--- src/ld128_pkg.sv ---
// Shared types and constants for the 128-by-64 long division unit.
`default_nettype none
package ld128_pkg;
    localparam int WORD_BITS = 128;
    localparam int HALF_BITS = 64;
    // Quotient bits resolved per datapath cycle; keeps the subtract chain short.
    localparam int STEP_BITS = 4;

    typedef enum logic [1:0] {
        ST_IDLE,
        ST_RUN,
        ST_DONE
    } ld128_state_t;

    typedef struct packed {
        logic load;
        logic step;
    } ld128_cmd_t;

    typedef struct packed {
        logic last_step;
        logic div_zero;
    } ld128_status_t;
endpackage
`default_nettype wire

--- src/long_division_128_by_64_unit.sv ---
// Top level of the 128-by-64 unsigned long division unit.
`default_nettype none
// Divides a 128-bit unsigned dividend by a 64-bit unsigned divisor and returns the
// 128-bit quotient; the remainder is dropped. One transaction is handled at a time:
// it is accepted in idle, then the datapath resolves four quotient bits per cycle,
// most significant first, over the dividend padded up to whole digits of DIGIT_BITS
// bits, and the result is offered in the cycle after the last step. When the result
// is taken at once the unit is back in idle in the next cycle. The short restoring
// chain holds four bit steps per cycle. A zero divisor skips the bit steps, sets
// divide_by_zero and returns a zero quotient.
module long_division_128_by_64_unit #(
    parameter int DIGIT_BITS = 16
) (
    input  wire logic         clk,
    input  wire logic         rst_n,
    input  wire logic         s_tvalid,
    output logic              s_tready,
    input  wire logic [191:0] s_tdata,  // dividend_hi[63:0], dividend_lo[127:64], divisor[191:128]
    output logic              m_tvalid,
    input  wire logic         m_tready,
    output logic [127:0]      m_tdata,  // quotient_hi[63:0], quotient_lo[127:64]
    output logic              m_tuser   // divide_by_zero
);
    import ld128_pkg::*;

    ld128_cmd_t    cmd;
    ld128_status_t status;
    logic [127:0]  quotient;

    ld128_ctrl u_ctrl (
        .clk      (clk),
        .rst_n    (rst_n),
        .s_tvalid (s_tvalid),
        .s_tready (s_tready),
        .m_tvalid (m_tvalid),
        .m_tready (m_tready),
        .status   (status),
        .cmd      (cmd)
    );

    ld128_datapath #(.DIGIT_BITS(DIGIT_BITS)) u_dp (
        .clk         (clk),
        .rst_n       (rst_n),
        .cmd         (cmd),
        .status      (status),
        .dividend_hi (s_tdata[63:0]),
        .dividend_lo (s_tdata[127:64]),
        .divisor     (s_tdata[191:128]),
        .quotient    (quotient)
    );

    assign m_tdata = {quotient[63:0], quotient[127:64]};
    assign m_tuser = status.div_zero;
endmodule
`default_nettype wire

--- src/ld128_datapath.sv ---
// Datapath: dividend shift register, partial remainder and quotient assembly.
`default_nettype none
module ld128_datapath #(
    parameter int DIGIT_BITS = 16
) (
    input  wire logic                    clk,
    input  wire logic                    rst_n,
    input  wire ld128_pkg::ld128_cmd_t   cmd,
    output ld128_pkg::ld128_status_t     status,
    input  wire logic [63:0]             dividend_hi,
    input  wire logic [63:0]             dividend_lo,
    input  wire logic [63:0]             divisor,
    output logic [127:0]                 quotient
);
    import ld128_pkg::*;

    localparam int DIGIT_COUNT = (WORD_BITS + DIGIT_BITS - 1) / DIGIT_BITS;
    localparam int DIGIT_SPAN  = DIGIT_COUNT * DIGIT_BITS;
    localparam int STEP_COUNT  = (DIGIT_SPAN + STEP_BITS - 1) / STEP_BITS;
    localparam int NUM_BITS    = STEP_COUNT * STEP_BITS;
    localparam int CW = $clog2(STEP_COUNT);
    localparam int CWS = (CW < 1) ? 1 : CW;

    logic [NUM_BITS-1:0] num_reg, num_next;
    logic [63:0]         rem_reg, rem_next;
    logic [63:0]         div_reg;
    logic [CWS-1:0]      cnt_reg, cnt_next;

    // STEP_BITS restoring bit steps per cycle, so the subtract chain stays short.
    always_comb
    begin
        logic [NUM_BITS-1:0] n;
        logic [63:0]         r;
        logic                carry;
        n = num_reg;
        r = rem_reg;
        for (int b = 0; b < STEP_BITS; b++)
        begin
            carry = r[63];
            r     = {r[62:0], n[NUM_BITS-1]};
            n     = {n[NUM_BITS-2:0], 1'b0};
            if (carry || (r >= div_reg))
            begin
                r    = r - div_reg;
                n[0] = 1'b1;
            end
        end
        num_next = n;
        rem_next = r;
        cnt_next = cnt_reg - CWS'(1);
    end

    always_ff @(posedge clk or negedge rst_n)
    begin
        if (!rst_n)
        begin
            cnt_reg <= '0;
        end
        else if (cmd.load)
        begin
            cnt_reg <= CWS'(STEP_COUNT - 1);
        end
        else if (cmd.step)
        begin
            cnt_reg <= cnt_next;
        end
    end

    // A partly filled top digit is padded with zeros above bit 127.
    always_ff @(posedge clk)
    begin
        if (cmd.load)
        begin
            num_reg <= NUM_BITS'({dividend_hi, dividend_lo});
            rem_reg <= '0;
            div_reg <= divisor;
        end
        else if (cmd.step)
        begin
            num_reg <= num_next;
            rem_reg <= rem_next;
        end
    end

    assign status.last_step = (cnt_reg == '0);
    assign status.div_zero  = (div_reg == '0);
    assign quotient         = status.div_zero ? '0 : num_reg[127:0];
endmodule
`default_nettype wire

--- src/ld128_ctrl.sv ---
// Controller state machine sequencing one division transaction.
`default_nettype none
module ld128_ctrl (
    input  wire logic                     clk,
    input  wire logic                     rst_n,
    input  wire logic                     s_tvalid,
    output logic                          s_tready,
    output logic                          m_tvalid,
    input  wire logic                     m_tready,
    input  wire ld128_pkg::ld128_status_t status,
    output ld128_pkg::ld128_cmd_t         cmd
);
    import ld128_pkg::*;

    ld128_state_t state_reg, state_next;

    always_comb
    begin
        state_next = state_reg;
        unique case (state_reg)
            ST_IDLE: if (s_tvalid) state_next = ST_RUN;
            ST_RUN:  if (status.last_step || status.div_zero) state_next = ST_DONE;
            ST_DONE: if (m_tready) state_next = ST_IDLE;
            default: state_next = ST_IDLE;
        endcase
    end

    always_comb
    begin
        cmd.load = 1'b0;
        cmd.step = 1'b0;
        s_tready = 1'b0;
        m_tvalid = 1'b0;
        unique case (state_reg)
            ST_IDLE:
            begin
                s_tready = 1'b1;
                cmd.load = s_tvalid;
            end
            ST_RUN:  cmd.step = ~status.div_zero;
            ST_DONE: m_tvalid = 1'b1;
            default: ;
        endcase
    end

    always_ff @(posedge clk or negedge rst_n)
    begin
        if (!rst_n)
        begin
            state_reg <= ST_IDLE;
        end
        else
        begin
            state_reg <= state_next;
        end
    end
endmodule
`default_nettype wire

--- config.mk ---
export PLATFORM = sky130hd
export DESIGN_NAME = long_division_128_by_64_unit
export DESIGN_NICKNAME = d
export VERILOG_FILES = /design/src/ld128_pkg.sv /design/src/long_division_128_by_64_unit.sv /design/src/ld128_datapath.sv /design/src/ld128_ctrl.sv
export SDC_FILE = /design/constraint.sdc
export NUM_CORES = 1
export LEC_CHECK = 0
export BUFFER_PORTS_ARGS = -buffer_cell sky130_fd_sc_hd__buf_2
export CORE_MARGIN = 2
export CORE_UTILIZATION = 55
export DETAILED_ROUTE_END_ITERATION = 16
export PLACE_DENSITY = 0.85
export SYNTH_ARGS = -nofsm -noshare
export SYNTH_HDL_FRONTEND = slang
export SYNTH_SLANG_ARGS = --single-unit
--- constraint.sdc ---
create_clock -name clk -period 23.4 [get_ports clk]
set_input_delay 4.68 -clock clk [delete_from_list [all_inputs] [get_ports clk]]
set_output_delay 4.68 -clock clk [all_outputs]
set_load 0.005 [all_outputs]
Word-level counts from Yosys, hierarchy flattened --
Index checks and enable logic that the tools add are counted.
Cells by class: multiply operators 0, $add $sub $neg 5, reduce and logical (&&, ||, !) cells 10, divide/modulo/power cells 0, $lt $le $gt $ge 4, shift operators 0, bitwise logic cells 1, equality and inequality tests 5, muxes and demuxes 21
Operators by type and width (number):
- $mux 128 | 3
- $ge 64x64->1 | 4
- $mux 64 | 4
- $sub 64x64->64 | 4
- $logic_not 64->1 | 1
- $mux 5 | 2
- $mux 1 | 8
- $mux 2 | 3
- $pmux 2 s3 | 1
- $logic_not 5->1 | 1
- $logic_or 1x1->1 | 5
- $sub 5x1->5 const B | 1
- $ne 2x2->1 const B | 2
- $reduce_and 3->1 | 1
- $eq 2x1->1 const B | 1
- $eq 2x2->1 const B | 1
- $logic_not 2->1 | 1
- $ne 2x1->1 const B | 1
- $reduce_bool 2->1 | 1
- $not 1->1 | 1
Word-level totals: bits in latches 0, register bits after elaboration 263, output and inout port bits 131, bits of input ports 196, bits in writable memories 0, memories kept 0, word-level logic and storage cells 51, ROM bits 0

Logic depth before layout (Yosys ltp) --
depth in word-level cells 14, depth in mapped cells 64, depth with buffers taken out 54

Modules after synthesis --
A second synthesis with hierarchy kept.
Unflattened totals: cell total of the unflattened synthesis 3663, area, all modules 30036.3 um^2
Modules (own cells, without submodules):
- ld128_datapath | sequential area each 7171.9 um^2, area each 29922.4 um^2, cells an instance 3651, times used 1
- ld128_ctrl | sequential area each 50.0 um^2, area each 113.9 um^2, cells an instance 12, times used 1

Worst setup path after synthesis --
No wires, ideal clock.
path kind flip-flop to flip-flop, from register u_dp.div_reg[42], to register u_dp.rem_reg[58], required time 23.321 ns, buffers on the path 10, period minus slack after synthesis 12.692 ns, stages on the path, launching flop included 55, slack 10.708 ns, data arrival time 12.613 ns, setup time 0.079 ns, cells stage by stage edfxtp_1 > inv_1 > ha_1 > clkbuf_1 > and2_1 > nand3_1 > or3_1 > a2111oi_0 > o41ai_2 > nand2_1 > buf_2 > buf_1 > buf_2 > buf_1 > mux2_2 > ha_1 > nand2_1 > o21a_1 > [... 19 more ...] > nor4_4 > or2_1 > buf_2 > buf_2 > mux2i_1 > ha_1 > nor2b_1 > o31a_1 > o41ai_1 > a21oi_1 > o21ai_0 > o221ai_1 > a211oi_1 > o31ai_1 > a211oi_1 > mux2i_1 > or3_1 > o211ai_1
On the way: word-level cells in the longest chain between the ends 12, elaborated cells on any way between the ends 19, those cells by class 4 x add/sub; 4 x order compare; 5 x mux; 1 x bitwise; 5 x reduce/logical
Ends and longest elaborated chain:
- from (decl) | RTL line ld128_datapath.sv:26 | logic [63:0] div_reg;
- from (signal assigned) | RTL line ld128_datapath.sv:76 | div_reg <= divisor;
- $ge 64x64->1 | RTL line ld128_datapath.sv:42 | if (carry || (r >= div_reg))
- $logic_or 1x1->1 | RTL line ld128_datapath.sv:42
- $mux 64 | RTL line ld128_datapath.sv:42
- $ge 64x64->1 | RTL line ld128_datapath.sv:42
- $logic_or 1x1->1 | RTL line ld128_datapath.sv:42
- $mux 64 | RTL line ld128_datapath.sv:42
- $ge 64x64->1 | RTL line ld128_datapath.sv:42
- $logic_or 1x1->1 | RTL line ld128_datapath.sv:42
- $mux 64 | RTL line ld128_datapath.sv:42
- $ge 64x64->1 | RTL line ld128_datapath.sv:42
- $logic_or 1x1->1 | RTL line ld128_datapath.sv:42
- $mux 64 | RTL line ld128_datapath.sv:42
- to (signal assigned) | RTL line ld128_datapath.sv:81 | rem_reg <= rem_next;
- to (decl) | RTL line ld128_datapath.sv:25 | logic [63:0] rem_reg, rem_next;
Several ways; a longest one is shown, not always the timed one. A chain may end at the register's enable or synchronous reset.

Final worst setup path --
from register u_dp.div_reg[1], to register u_dp.rem_reg[55]
Same word-level chain as after synthesis.

==> impl_metrics.py <==
metrics = {
    "outcome": {
        "status": "finished clean",
    },
    "yosys": {
        "synthTopCellsByCount": "nand2_1 (680), a21oi_1 (315), ha_1 (258)",
        "syn_nets": 4228,
        "synthArstFlopShare_pct": 2.66,
        "ys.flop_type": "edfxtp_1",
        "yosysTopAreaCell": "edfxtp_1",
        "avgSynthCellArea_sq_um": 7.70,
        "ys_warn_count": 0,
        "synthTopCellsByArea": "edfxtp_1 (20%), ha_1 (11%), nand2_1 (8.8%)",
        "synthCells": 3770,
        "yosysTopAreaCellShare_pct": 19.9,
        "synth_edf_count": 192,
        "yosysMostFrequentCell": "nand2_1",
        "ys_types": 97,
        "netlist_area_sq_um": 29000,
        "yosysSeqAreaShare_pct": 24.9,
        "ys_seq_elements": 263,
    },
    "setup_path": {
        "cp_max_fo": 60,
        "rr_endpoint": "u_dp.rem_reg[55]",
        "cp_common_cell": "buf_4",
        "start_kind": "flop",
        "reg2reg_slack_ns": 6.14,
        "arrival_ns": 17.71,
        "path_buf_inv": 7,
        "cp.required_ns": 23.85,
        "critPathSlowestCell": "buf_4",
        "critPathKind": "flop to flop",
        "crit_family": "compound AO/OA/AOI/OAI gates",
        "r2r.worst_path.cells": 47,
        "slowest_delay_ns": 0.81,
        "worstReg2RegStart": "u_dp.div_reg[1]",
        "setup.worst_path.end_class": "flop",
    },
    "detailed_routing": {
        "wirelength_um": 118000,
        "routed_via_density": 6.59,
        "drc": 0,
        "first_iter_violations": 3946,
        "vias": 30800,
        "ant_nets": 0,
        "first_pass_iters": 9,
        "wl_per_cell_um": 25.3,
    },
    "floorplan": {
        "die_w_um": 234,
        "die_h_um": 234,
        "dieArea_sq_um": 54600,
        "initial_core_util_pct": 55.4,
        "rows": 84,
        "ioPinCount": 327,
        "coreArea_sq_um": 52300,
    },
    "min_path": {
        "hp-start": "u_dp.rem_reg[7]",
        "hp-class": "flop to flop",
        "min_to": "u_dp.rem_reg[7]",
        "worstHoldPathCells": 2,
    },
    "cells_and_area": {
        "area_growth_pct": 10.0,
        "fin_nets": 4418,
        "largest_reg_flops": 128,
        "drive_gt1_share_pct": 12.3,
    },
    "clock_tree": {
        "clockBufferDepth": 3,
        "cts_tree": "done",
        "cts_resized": 0,
        "post_cts_buffers": 0,
        "htreeDepth": 1,
        "clockRootBuffer": "clkbuf_16",
        "ctsHoldBuffers": 0,
        "clk_latency_ns": 0.57,
        "cts.clk_slew.worst_paths_ns": 0.07,
        "cts_buffers": 27,
        "cts.sinks": 263,
    },
    "global_routing": {
        "grt_overflow_total": 0,
        "grt_pass1_wl_um": 172000,
        "grt_pass1_vias": 28000,
        "grt_max_degree": 79,
        "grt_util_all_layers_pct": 41.8,
        "antenna_found_initial": 5,
    },
    "job": {
        "cap_violations": 0,
    },
    "sta": {
        "rsz0062_at_grt": "false",
        "setup_tns_ns": 0,
        "fin_crit_ns": 17.26,
        "worst_slew_margin_rel_pct": 19.5,
        "hold_viol_final": 0,
        "max_freq_mhz": 57.9,
        "finalMaxSlewViolations": 0,
        "period_share_pct": 73.8,
        "finalSetupViolCount": 0,
        "tightest_slew_ns": 1.20,
        "fin_skew_ns": 0.0207,
    },
    "placement": {
        "io_buffers": 326,
        "dp_hpwl_um": 94600,
        "place_congestion": 1.06,
    },
}
-- how the worst max path moves through the flow --
| stage | cells past startpoint | slack (ns) | from | endpoint |
|---|---|---|---|---|
| floorplan | 54 | 10.71 | u_dp.div_reg[42] | u_dp.rem_reg[58] |
| global placement | 47 | 7.03 | u_dp.div_reg[1] | u_dp.rem_reg[55] |
| detailed placement | 49 | 6.80 | u_dp.div_reg[1] | u_dp.rem_reg[55] |
| CTS | 49 | 6.72 | u_dp.div_reg[1] | u_dp.rem_reg[55] |
| global route | 50 | 5.65 | u_dp.div_reg[1] | u_dp.rem_reg[55] |
| finish | 47 | 6.14 | u_dp.div_reg[1] | u_dp.rem_reg[55] |
-- cell type report --
type / instances / area [sq um]
inverters: 150 / 573
repair buffers: 348 / 1800
fillers: 4675 / 20400
flip-flops and latches: 263 / 7220
diodes: 6 / 15.0
clock buffers: 33 / 742
well taps: 688 / 861
multi-input cells: 3170 / 20500
clock inverters: 17 / 178
-- stage by stage --
| stage | worst slack [ns] | hold WS (ns) | cells | util [%] | area [sq um] |
|---|---|---|---|---|---|
| 6_report | 6.14 | 0.479 | 4675 | 61.0 | 31900 |
| 5_1_grt | 5.65 | 0.501 | 4673 | 61.0 | 31900 |
| 4_1_cts | 6.72 | 0.480 | 4669 | 61.0 | 31900 |
| 3_5_place_dp | 6.80 | 0.470 | 4619 | 59.2 | 31000 |
| 3_3_place_gp | 7.03 | 0.465 | 4619 | 59.2 | 31000 |
| 2_1_floorplan | 10.71 | 0.442 | 3770 | - | 29000 |
-- worst register-to-register path, delay by kind of cell (launching register included) --
family                   cells  cell delay (ns)
AND/OR/NAND/NOR             14             4.59
adder cells (fa/ha/maj)      4             1.90
AO/OA/AOI/OAI               22             7.00
flip-flops                   1             0.70
buffers and inverters        7             2.95
-- layout by cell type, fill, tap and decap left out, types with 58 or more instances in the layout --
master,Yosys,routed
xnor2_1,149,149
xor2_1,89,89
nand4_1,74,74
dfxtp_1,64,64
ha_1,258,258
a21oi_1,315,315
inv_1,149,149
mux2i_1,58,58
edfxtp_1,192,192
nand3_1,84,84
nor2b_1,163,163
o21ai_0,249,249
buf_2,22,326
nor2_1,214,212
a21o_1,126,126
nand2_1,680,678
-- kinds of logic after synthesis --
group	synth area share, %
muxes	4.26
and+or+nand+nor	23.3
adders and majority gates	11.4
DFF	24.9
xor gates and xnor gates	7.18
buffers and inverters	4.60
AOI/OAI and AO/OA	24.4
-- metal layers --
layer / part of all wire (%) / GRT usage [%] / up-vias
met1: 41 / 58.0 / 14400
met5: 0 / 0 / -
li1: - / - / 14100
met2: 40 / 59.0 / 2076
met4: 4.5 / 16.9 / 0
met3: 15 / 14.4 / 243
Power is not shown: default switching activity piles up to over one toggle a cycle in this logic, so the estimate is an artifact.
